`config.mk`:
```
export PLATFORM = sky130hd
export DESIGN_NAME = uocs_cell
export DESIGN_NICKNAME = d
export VERILOG_FILES = /design/src/rtl/ungapped_overlap_cost_search_core_assert.svh /design/src/rtl/uocs_pkg.sv /design/src/rtl/uocs_cell.sv
export SDC_FILE = /design/constraint.sdc
export NUM_CORES = 1
export LEC_CHECK = 0
export CORE_AREA = 2 2 154 156
export CTS_BUF_LIST = sky130_fd_sc_hd__clkbuf_4 sky130_fd_sc_hd__clkbuf_8 sky130_fd_sc_hd__clkbuf_16
export DETAILED_ROUTE_END_ITERATION = 10
export DIE_AREA = 0 0 156 158
export DONT_BUFFER_PORTS = 1
export PLACE_DENSITY = 0.84
export SYNTH_ARGS = -nofsm -noshare
export SYNTH_HDL_FRONTEND = slang
export SYNTH_SLANG_ARGS = --single-unit
```
`constraint.sdc`:
```
create_clock -name i_clk -period 3.1 [get_ports i_clk]
set_input_delay 0.155 -clock i_clk [delete_from_list [all_inputs] [get_ports i_clk]]
set_output_delay 0.155 -clock i_clk [all_outputs]
set_load 0.005 [all_outputs]
```
`src/rtl/ungapped_overlap_cost_search_core_assert.svh`:
```
// ---------------------------------------------------------------------------
// ungapped overlap cost search core - assertion macros
// clocked assertions on i_clk, with or without the reset qualifier
// ---------------------------------------------------------------------------
`ifndef UNGAPPED_OVERLAP_COST_SEARCH_CORE_ASSERT_SVH
`define UNGAPPED_OVERLAP_COST_SEARCH_CORE_ASSERT_SVH
`ifndef NO_ASSERTIONS
// checked only while out of reset
`define UOCS_ASSERT(label, prop, msg) \
    label: assert property (@(posedge i_clk) disable iff (!i_rst_n) prop) \
        else $error(msg);
// checked at every edge, reset included
`define UOCS_ASSERT_ALWAYS(label, prop, msg) \
    label: assert property (@(posedge i_clk) prop) else $error(msg);
`else
`define UOCS_ASSERT(label, prop, msg)
`define UOCS_ASSERT_ALWAYS(label, prop, msg)
`endif
`endif

```
`src/rtl/uocs_pkg.sv`:
```
`default_nettype none
// ---------------------------------------------------------------------------
// uocs_pkg
// shared types and constants of the overlap cost search core
// ---------------------------------------------------------------------------
package uocs_pkg;

    localparam int SYMBOL_BITS  = 5;
    localparam int SUM_BITS     = 16;
    localparam int INDEX_BITS   = 16;
    localparam int COST_ENTRIES = 1024;

    typedef logic [SYMBOL_BITS-1:0] t_symbol;
    typedef logic [SUM_BITS-1:0]    t_sum;
    typedef logic [INDEX_BITS-1:0]  t_index;

    localparam t_sum SUM_MAX = '1;

    typedef enum logic [1:0] {
        OP_COST_WRITE   = 2'd0,
        OP_QUERY_APPEND = 2'd1,
        OP_DATABASE     = 2'd2
    } t_op;

    // one slot of the candidate lane running towards cell 0
    typedef struct packed {
        logic   valid;
        t_sum   value;
        t_index index;
    } t_lane;

    // broadcast controls from the sequencer to every cell
    typedef struct packed {
        logic    db_step;
        t_symbol db_sym;
        t_index  db_pos;
        logic    cost_we;
        t_symbol cost_row;
        t_symbol cost_col;
        logic    append;
        t_symbol append_sym;
        logic    load_we;
        t_symbol load_row;
        logic    load_done;
        logic    scan_inject;
        logic    clear;
    } t_cell_ctrl;

endpackage
`default_nettype wire

```
`src/rtl/uocs_cell.sv`:
```
`default_nettype none
// ---------------------------------------------------------------------------
// uocs_cell
// one query position: cost column, diagonal sum and one candidate lane slot
// ---------------------------------------------------------------------------
module uocs_cell import uocs_pkg::*; #(
    parameter int COST_BITS = 8
) (
    input  wire logic                 i_clk,
    input  wire logic                 i_rst_n,
    input  wire t_cell_ctrl           i_ctrl,
    input  wire logic [COST_BITS-1:0] i_cost_val,
    input  wire t_sum                 i_left_sum,
    input  wire logic                 i_left_active,
    input  wire logic                 i_right_active,
    input  wire t_lane                i_lane,
    input  wire t_index               i_index,
    output t_sum                      o_sum,
    output logic                      o_active,
    output t_lane                     o_lane
);

    localparam int ROWS = 1 << SYMBOL_BITS;

    logic [COST_BITS-1:0] r_col [ROWS];
    t_symbol              r_sym;
    logic                 r_active;
    logic                 r_loading;
    t_sum                 r_sum;
    logic                 r_lane_valid;
    t_sum                 r_lane_value;
    t_index               r_lane_index;

    logic                 w_free;
    logic                 w_last;
    logic [COST_BITS-1:0] w_cost;
    logic [SUM_BITS:0]    w_wide;
    t_sum                 w_new;
    t_lane                n_lane;

    assign w_free = i_left_active & ~r_active;
    assign w_last = r_active & ~i_right_active;
    assign w_cost = r_col[i_ctrl.db_sym];
    assign w_wide = {1'b0, i_left_sum} + (SUM_BITS+1)'(w_cost);
    assign w_new  = w_wide[SUM_BITS] ? SUM_MAX : w_wide[SUM_BITS-1:0];

    // the tail cell drops its fresh sum into the lane, a scan drops all sums
    always_comb begin
        priority if (i_ctrl.db_step && w_last) begin
            n_lane = '{valid: 1'b1, value: w_new, index: i_ctrl.db_pos};
        end else if (i_ctrl.scan_inject && r_active) begin
            n_lane = '{valid: 1'b1, value: r_sum, index: i_index};
        end else begin
            n_lane = i_lane;
        end
    end

    always_ff @(posedge i_clk) begin
        if (!i_rst_n) begin
            r_active     <= 1'b0;
            r_loading    <= 1'b0;
            r_sum        <= '0;
            r_lane_valid <= 1'b0;
        end else begin
            if (i_ctrl.append && w_free) begin
                r_active  <= 1'b1;
                r_loading <= 1'b1;
            end else if (i_ctrl.load_done) begin
                r_loading <= 1'b0;
            end
            priority if (i_ctrl.clear) begin
                r_sum <= '0;
            end else if (i_ctrl.db_step && r_active) begin
                r_sum <= w_new;
            end
            r_lane_valid <= n_lane.valid;
        end
    end

    always_ff @(posedge i_clk) begin
        if (i_ctrl.append && w_free) begin
            r_sym <= i_ctrl.append_sym;
        end
        if (i_ctrl.load_we && r_loading) begin
            r_col[i_ctrl.load_row] <= i_cost_val;
        end else if (i_ctrl.cost_we && r_active && (r_sym == i_ctrl.cost_col)) begin
            r_col[i_ctrl.cost_row] <= i_cost_val;
        end
        r_lane_value <= n_lane.value;
        r_lane_index <= n_lane.index;
    end

    assign o_sum    = r_sum;
    assign o_active = r_active;
    assign o_lane   = '{valid: r_lane_valid, value: r_lane_value, index: r_lane_index};

endmodule
`default_nettype wire

```
==> results of run 1 <==
metal layers:
| metal | part of all wire (%) | global-route usage, % | vias to the layer above | wire length (um) |
|---|---|---|---|---|
| met1 | 34 | 32.19 | 3996 | 11950 |
| li1 | - | - | 3423 | - |
| met4 | 6.4 | 15.29 | 0 | 2254 |
| met3 | 11 | 9.691 | 172 | 3738 |
| met2 | 49 | 47.66 | 533 | 17530 |
| met5 | 0 | 0 | - | 0 |
state kept, by name (all words and copies together) (netlist names):
| signal | cells |
|---|---|
| o_active | 1 |
| o_sum | 16 |
| r_col | 256 |
| r_lane_index | 16 |
| r_lane_valid | 1 |
| r_lane_value | 16 |
| r_loading | 1 |
| r_sym | 5 |
critical path, delay by kind of cell (launching register included):
kind                       cells  cell delay, ns
buffers and inverters          2            0.29
and+or+nand+nor                1            0.04
muxes                          2            0.71
AOI/OAI and AO/OA              6            1.13
adders and majority gates      2            0.64
DFF                            1            0.39
worst min path at each step:
stage              startpoint               end  slack (ns)  cells after the start
3_5_place_dp       i_ctrl[11]          r_sym[2]        0.25                      0
5_1_grt             i_ctrl[1]  r_lane_value[11]        0.04                      3
6_report            i_ctrl[1]  r_lane_value[11]        0.04                      3
3_3_place_gp       i_ctrl[11]          r_sym[2]        0.25                      0
4_1_cts        i_left_sum[14]  r_lane_value[14]        -0.1                      2
2_1_floorplan   i_cost_val[0]       r_col[0][0]        0.25                      0
stage by stage:
step | area [sq um] | hold slack, ns
after CTS | 15770 | -0.09827
after global routing | 15950 | 0.03860
after detailed placement | 13500 | 0.2540
final | 15950 | 0.03883
after global placement | 13500 | 0.2540
after floorplan | 13010 | 0.2539
cell type report:
class	instances	area, sq um
inverter	6	22.52
multi-input combinational	421	4101
sequential	312	8859
timing repair buffer	164	1558
antenna	3	7.507
clock inverter	24	244.0
tap	290	362.8
clock buffer	34	798.3
fill	1347	7099
placed cells by master (no fill, tap or decap), types with 4 or more instances in the layout:
cell type      synthesis  final
clkinv_2               0      4
xor2_1                 8      7
and3_1                 9      9
dfxtp_1               51     51
clkinv_1               0      8
mux4_2                64     64
a21oi_1               23     22
a211oi_1              11      9
bufinv_16              0      4
a22o_1                 8      8
xnor2_1                6      5
o211ai_1               8      8
nor3b_1                6      6
buf_12                 0      7
edfxtp_1             261    261
buf_4                  6     63
nor2_4                 0      8
ha_1                   8      7
dlygate4sd3_1          0     91
nor2_1                57     49
clkbuf_16              0     31
mux2i_2                0      9
mux2i_1               62     53
nor3_1                10      7
nand2_1               36     36
a221oi_2               0      5
o21ai_1                0      4
o21ai_0               43     36
inv_1                  6      6
nand3_1                8      8
cell families (layout without fill, tap and decap cells):
logic type | count (synthesis) | after routing | synth area share [%]
xor gates and xnor gates | 14 | 14 | 0.9470
DFF | 312 | 312 | 68.41
buffers and inverters | 50 | 228 | 1.971
muxes | 129 | 129 | 16.19
and+or+nand+nor | 143 | 144 | 5.102
other | 0 | 3 | 0
adders and majority gates | 9 | 9 | 0.9277
AOI/OAI and AO/OA | 125 | 125 | 6.455
power by group through the flow:
stage / clock network, W / logic [W] / registers, W
after floorplan: 0 / 0.000433 / 0.00470
after global placement: 0 / 0.000498 / 0.00472
after detailed placement: 0 / 0.000509 / 0.00472
after CTS: 0.00383 / 0.000751 / 0.00463
after global routing: 0.00401 / 0.000893 / 0.00463
final: 0.00381 / 0.000842 / 0.00463
what timing repair did:
action / CTS / global route
endpoints found under the hold margin: 311 / 2
setup endpoints to repair: 32 / 36
hold buffers: 96 / 1
pin swaps: 24 / 16
gates resized for setup: 34 / 26
buffers inserted: 8 / 5
gates cloned: 0 / 1
==> flow_summary.toml, run 1 <==
[cells_and_area]
drive_gt1_share_pct = 24.66
area_growth_pct = 23.20
fin_cells = 1254
fin_util_pct = 69.20
fin_nets = 1070

[run_status]
violations = "negative setup slack"
status = "finished with violations"

[sta]
finalMaxSlewViolations = 0
post-route-period-util_pct = 108.2
rsz0062_at_grt = "yes"
finalHoldViolations = 0
layout_setup_ws_ns = -0.2547
tns_ns = -2.183
slew_headroom_pct = 19.24
finClkSkew_ns = 0.01631
fmax_ghz = 0.2981
setup_viol = 30
fin_crit_ns = 3.355
tightest_slew_ns = 1.207

[pwr]
irDropWorstVdd_uv = 636.4
swShare_pct = 22.31
leakage_nw = 5.610
p_int_w = 0.007214
p_comb_share_pct = 9.1
p_seq_share_pct = 49.9
power.total_w = 0.009285
pwr_density_cell_nw_per_um2 = 582.0
clkPwrFrac_pct = 41.0
p_sw_w = 0.002071

[setup_path]
critical_path_required_ns = 3.51
critPathMaxFanout = 12
reg2regPathDepth = 13
critPathLaunch = "r_col[2][0]"
slowest_delay_ns = 0.49
endpoint = "r_lane_value[0]"
r2r_slack_ns = -0.25
timing.critical_path.from_type = "flip-flop"
slowest_stage = "mux4_2"
worst-setup-path-type = "flip-flop to flip-flop"
critPathCaptureType = "flip-flop"
cp.arrival_ns = 3.76
rr_endpoint = "r_lane_value[0]"
cp_cell_sequence = "mux4_2 > mux2i_2 > a22o_1 > a221oi_2 > ha_2 > fa_2 > a211oi_2 > o211a_1 > buf_4 > nor3_4 > buf_12 > o21ai_1 > o21ai_0"
worstReg2RegStart = "r_col[2][0]"

[global_route]
grt_use_total_pct = 28.35
grt_pass1_wl_mm = 51.07
grt_start_max_net_pins = 65
antenna_found_initial = 5
grt_overflow = 0
grt_pass1_vias = 8336

[clock_network]
cts.clk_slew.worst_paths_ns = 0.06
htreeDepth = 1
clock_latency_ns = 0.58
cts_buffer_depth = 3
tritoncts = "yes"
cts_buffers = 31
cts-root-buf = "clkbuf_16"
clock-sinks = 312

[detailed_routing]
remaining_drc_errors = 0
vias = 8124
first_pass_iters = 6
postRouteAntennaNets = 0
routed_via_density = 6.478
drtIter0Drc = 1003
wl_per_cell_um = 28.29
drt_wl_total_mm = 35.48

[die]
core_sq_um = 23050
ios = 175
rows = 56
die_width_um = 156
start_util_pct = 56.17
dieArea_sq_um = 24650
die_h_um = 158

[synth]
synth_most_common_cell = "edfxtp_1"
ys_seq_area_share_pct = 68.41
synth-edff-count = 261
synth_seq_cells = 312
ys_types = 50
synth_top_area_cell = "edfxtp_1"
synth-async-reset-ratio_pct = 0
synth_commonest_cells = "edfxtp_1 (261), mux4_2 (64), mux2i_1 (62), nor2_1 (57), dfxtp_1 (51)"
syn_inst = 782
yosysTopAreaCellShare_pct = 60.53
syn_area_per_cell_sq_um = 16.56
syn_area_sq_um = 12950
synth_area_leaders = "edfxtp_1 (61%), mux4_2 (11%), dfxtp_1 (7.9%)"
syn_nets = 916
ys.warnings.count = 0
ys.flop_type = "edfxtp_1"

[placement]
dp_slack_ns = -0.4954
place.gp.congestion = 0.9237
placed_cells = 1082
place_hpwl_mm = 20.32
numPortBuffers = 0

[hold_path]
hp-class = "input pin to flip-flop"

[flow_run]
drv_cap = 0
No activity file was read; power rests on OpenSTA's default activity.
==> inputs of run 2 (changes only) <==
- CORE_AREA: 2 2 154 156 -> 2 2 188 190
- DIE_AREA: 0 0 156 158 -> 0 0 190 192
- PLACE_DENSITY: 0.84 -> 0.52
==> flow_summary.toml, run 2 (synthesis gave the netlist of run 1 again) <==
[hold_path]
min_to = "r_sym[4]"
hold_depth = 2
hp-class = "input pin to flip-flop"
min_from = "i_ctrl[14]"

[cells_and_area]
fin_nets = 1065
fin_util_pct = 47.42
n_fill_cell = 2889
largest_reg_flops = 256
top_register = "r_col"
layout_commonest_cell = "edfxtp_1"
fin_area_sq_um = 16260
final_cell_mix = "edfxtp_1 (261), dlygate4sd3_1 (86), mux4_2 (64), buf_4 (60), mux2i_1 (53)"
seqCellArea_sq_um = 8859
multi_input_area_sq_um = 4151
drive_gt1_share_pct = 26.75
area_growth_pct = 25.58

[sta]
finClkSkew_ns = 0.01443
finalHoldViolations = 0
layout_setup_ws_ns = -0.01356
post-route-period-util_pct = 100.4
finalMaxSlewViolations = 0
slew_headroom_pct = 27.98
fin_crit_ns = 3.114
tightest_slew_ns = 1.076
fmax_ghz = 0.3212
setup_viol = 1
rsz0062_at_grt = "yes"
hold_slack_ns = 0.02037

[placement]
place.gp.congestion = 0.8931
dp_slack_ns = -0.2607
dpl_cell_area_sq_um = 13740
numPortBuffers = 0
place_hpwl_mm = 21.73

[clock_network]
cts.clk_slew.worst_paths_ns = 0.06
cts_buffers = 35
cts_buffer_depth = 3
tritoncts = "yes"
htreeDepth = 2
cts-root-buf = "clkbuf_16"
clock_latency_ns = 0.52
clock-sinks = 312

[pwr]
irDropWorstVdd_uv = 454.3
leakage_nw = 5.651
pwr_density_cell_nw_per_um2 = 589.8

[die]
start_util_pct = 37.76
ios = 175
core_sq_um = 34290
dieArea_sq_um = 36480
rows = 68
die_width_um = 190
die_h_um = 192

[setup_path]
critPathMaxFanout = 4
reg2regPathDepth = 12
slowest_stage = "mux4_2"
critical_path_required_ns = 3.48
rr_endpoint = "r_lane_value[15]"
critPathCaptureType = "flip-flop"
timing.critical_path.from_type = "flip-flop"
cp_cell_sequence = "mux4_2 > mux2i_2 > a22o_1 > a221oi_2 > ha_1 > a21oi_2 > o211ai_1 > buf_4 > o211ai_1 > buf_4 > mux2i_2 > o21ai_0"
worst-setup-path-type = "flip-flop to flip-flop"
worstReg2RegStart = "r_col[7][4]"
critPathLaunch = "r_col[7][4]"
slowest_delay_ns = 0.53
cp.arrival_ns = 3.50
r2r_slack_ns = -0.01

[detailed_routing]
drtIter0Drc = 422
vias = 7621
remaining_drc_errors = 0
drt_wl_total_mm = 33.63
first_pass_iters = 5
postRouteAntennaNets = 0
wl_per_cell_um = 23.80
routed_via_density = 5.393

[run_status]
status = "finished with violations"
violations = "negative setup slack"

[global_route]
grt_use_total_pct = 18.10
grt_overflow = 0
grt_pass1_wl_mm = 48.53
grt_pass1_vias = 7810
grt_start_max_net_pins = 65
antenna_found_initial = 1

[flow_run]
drv_cap = 0
-- run 2: cell types whose count changed in the layout (fill, tap and decap cells not counted), moves of 3 or more --
| cell | before | now |
|---|---|---|
| clkbuf_4 | 3 | 6 |
| a21oi_2 | 1 | 9 |
| a21oi_1 | 22 | 14 |
| buf_4 | 63 | 60 |
| clkbuf_16 | 31 | 36 |
| dlygate4sd3_1 | 91 | 86 |
| clkinvlp_4 | 3 | 0 |
-- run 2: critical path: cells and delay by family (launching register included) --
kind	cells	cell delay, ns
multiplexers	3	0.95
AO/OA/AOI/OAI	6	0.93
adder cells (fa/ha/maj)	1	0.39
flip-flops	1	0.36
buffers and inverters	2	0.35
-- run 2: cell type report --
class | count | area share, %
multi-input cells | 420 | 25.53
inverters | 6 | 0.1385
well taps | 455 | 3.501
clock buffers | 42 | 5.817
clock inverters | 21 | 1.331
repair buffers | 156 | 9.187
flip-flops and latches | 312 | 54.48
diodes | 1 | 0.01539
-- run 2: per-layer routing --
layer | up-vias | wire length [um] | GRT usage, %
met1 | 3885 | 12980 | 20.56
met5 | - | 0 | 0
met4 | 0 | 657 | 5.397
met2 | 276 | 17170 | 32.73
li1 | 3418 | - | -
met3 | 42 | 2825 | 5.518
-- run 2: stage by stage --
step	setup TNS (ns)	power (W)	cells
final	-0.01356	0.009591	1413
after global routing	-2.194	0.009928	1413
after CTS	-0.009405	0.009627	1408
after detailed placement	-5.914	0.005248	1251
after global placement	-4.358	0.005239	1251
after floorplan	0	0.005136	782
-- run 2: power breakdown --
part           switching (W)  total [W]  internal (W)
Clock                0.00161    0.00413       0.00252
Sequential         0.0000328    0.00463       0.00459
Combinational       0.000414   0.000839      0.000425
-- run 2: worst max-delay path by stage --
stage,end,slack [ns],depth (start not counted)
floorplan,o_sum[11],0.003,13
global placement,r_lane_value[8],-0.21,11
detailed placement,r_lane_value[7],-0.26,11
CTS,r_lane_value[15],-0.009,12
global route,r_lane_value[10],-0.15,10
finish,r_lane_value[15],-0.01,12
-- run 2: what timing repair did --
item | 4_1_cts | 5_1_grt
buffers inserted | 2 | 2
hold buffers | 92 | 2
pin swaps | 7 | 11
setup endpoints to repair | 32 | 32
endpoints found under the hold margin | 308 | 2
gates resized for setup | 34 | 42
==> inputs of run 3 (changes only) <==
- BUFFER_PORTS_ARGS: unset -> -buffer_cell sky130_fd_sc_hd__clkbuf_2
- CORE_AREA: 2 2 188 190 -> 2 2 161 163
- DIE_AREA: 0 0 190 192 -> 0 0 163 165
- DONT_BUFFER_PORTS: 1 -> unset
- PLACE_DENSITY: 0.52 -> 0.73
==> flow_summary.toml, run 3 (synthesis gave the netlist of run 1 again) <==
[run_status]
status = "finished with violations"
violations = "negative setup slack"

[die]
dieArea_sq_um = 26900
die_h_um = 165
ios = 175
rows = 58
die_width_um = 163
core_sq_um = 25040
start_util_pct = 51.72

[clock_network]
clock_latency_ns = 0.56
htreeDepth = 1
cts_buffers = 31
cts_buffer_depth = 3
tritoncts = "yes"
clock-sinks = 312
cts-root-buf = "clkbuf_16"
cts.clk_slew.worst_paths_ns = 0.07

[sta]
layout_setup_ws_ns = -0.06202
tightest_slew_ns = 1.110
fin_crit_ns = 3.162
fmax_ghz = 0.3163
post-route-period-util_pct = 102.0
finalHoldViolations = 0
finClkSkew_ns = 0.01190
finalMaxSlewViolations = 0
slew_headroom_pct = 25.71
rsz0062_at_grt = "yes"
hold_slack_ns = 0.002178
setup_viol = 5

[setup_path]
r2r_slack_ns = -0.06
reg2regPathDepth = 11
critical_path_required_ns = 3.55
rr_endpoint = "r_lane_value[11]"
cp.arrival_ns = 3.61
timing.critical_path.from_type = "flip-flop"
worst-setup-path-type = "flip-flop to flip-flop"
critPathMaxFanout = 4
worstReg2RegStart = "r_col[7][5]"
critPathCaptureType = "flip-flop"

[detailed_routing]
drtIter0Drc = 763
wl_per_cell_um = 22.60
drt_wl_total_mm = 32.75
remaining_drc_errors = 0
vias = 8298
first_pass_iters = 6
postRouteAntennaNets = 0
routed_via_density = 5.727

[flow_run]
drv_cap = 0

[global_route]
grt_pass1_vias = 8427
antenna_found_initial = 0
grt_pass1_wl_mm = 47.63
grt_start_max_net_pins = 33
grt_overflow = 0
grt_use_total_pct = 23.84

[pwr]
leakage_nw = 6.328
irDropWorstVdd_uv = 493.7
clkPwrFrac_pct = 40.3
swShare_pct = 21.92
p_int_w = 0.007387
p_comb_share_pct = 10.9
p_sw_w = 0.002074
p_seq_share_pct = 48.8
pwr_density_cell_nw_per_um2 = 565.2

[cells_and_area]
largest_reg_flops = 256
n_antenna_cell = 0
top_register = "r_col"
fin_cells = 1449
final_cell_mix = "edfxtp_1 (261), clkbuf_2 (173), buf_4 (78), mux4_2 (64), dlygate4sd3_1 (60)"
drive_gt1_share_pct = 38.25
layout_commonest_cell = "edfxtp_1"
fin_nets = 1228
area_growth_pct = 29.28

[placement]
place.gp.congestion = 0.8644
numPortBuffers = 174
placed_cells = 1322
place_hpwl_mm = 21.44

[hold_path]
min_from = "i_left_sum[12]"
min_to = "o_sum[12]"
hold_depth = 3
hp-class = "input pin to flip-flop"
-- run 3: changes by cell type in the layout (fill, tap and decap cells not counted), moves of 3 or more --
cell / previous run / this run
buf_4: 60 / 78
mux2i_2: 9 / 4
mux2i_4: 0 / 3
a21oi_2: 9 / 2
a21oi_1: 14 / 21
dlygate4sd3_1: 86 / 60
clkbuf_2: 0 / 173
clkbuf_16: 36 / 31
-- run 3: metrics by stage --
stage	worst slack (ns)	setup TNS (ns)	power (W)	instance area (sq um)	utilization, %
after CTS	0.008962	0	0.009425	16490	65.85
final	-0.06202	-0.1708	0.009461	16740	66.86
after detailed placement	-0.4797	-9.930	0.005530	14720	58.81
after global placement	-0.4651	-10.12	0.005514	14720	58.81
after global routing	-0.1325	-1.319	0.009753	16740	66.86
after floorplan	0.003159	0	0.005136	13010	-
-- run 3: cell type report --
type	instances	area, sq um
Inverter	6	22.52
Multi-Input combinational cell	420	4140
Sequential cell	312	8859
Fill cell	1672	8297
Clock buffer	37	820.8
Tap cell	330	412.9
Timing Repair Buffer	323	2257
Clock inverter	21	227.7
-- run 3: power groups by stage --
stage               sequential [W]  combinational (W)  clock, W
finish                     0.00462            0.00103   0.00382
global route               0.00462            0.00109   0.00404
CTS                        0.00462           0.000936   0.00387
detailed placement         0.00471           0.000825         0
global placement           0.00470           0.000810         0
floorplan                  0.00470           0.000433         0
-- run 3: repair_timing --
action / in CTS / in global routing
pin swaps: 9 / 25
hold buffers: 60 / 0
setup endpoints to repair: 29 / 32
hold endpoints to repair: 43 / 0
gates resized for setup: 21 / 43
setup buffers: 4 / 5
-- run 3: worst max path at each step --
stage | from | endpoint | slack, ns
after global routing | r_col[7][7] | r_lane_value[11] | -0.13
after global placement | i_ctrl[42] | r_lane_value[14] | -0.47
final | r_col[7][5] | r_lane_value[11] | -0.06
after floorplan | i_ctrl[42] | o_sum[11] | 0.003
after detailed placement | i_ctrl[42] | r_lane_value[14] | -0.48
after CTS | r_col[5][0] | r_lane_value[0] | 0.009
-- run 3: critical path, cell delays in order, from the launching register on --
cell	delay (ns)
edfxtp_1	0.36
mux4_2	0.53
mux2i_4	0.19
a22o_1	0.23
a221oi_1	0.09
ha_1	0.39
nand3_1	0.15
o211ai_1	0.27
buf_4	0.19
o2111ai_4	0.17
buf_6	0.18
a311oi_2	0.31
-- run 3: metal layers --
metal	wire (um)	global-route usage [%]
met5	0	0
met4	1385	8.286
met3	2339	3.817
met2	16560	43.51
met1	12470	28.82
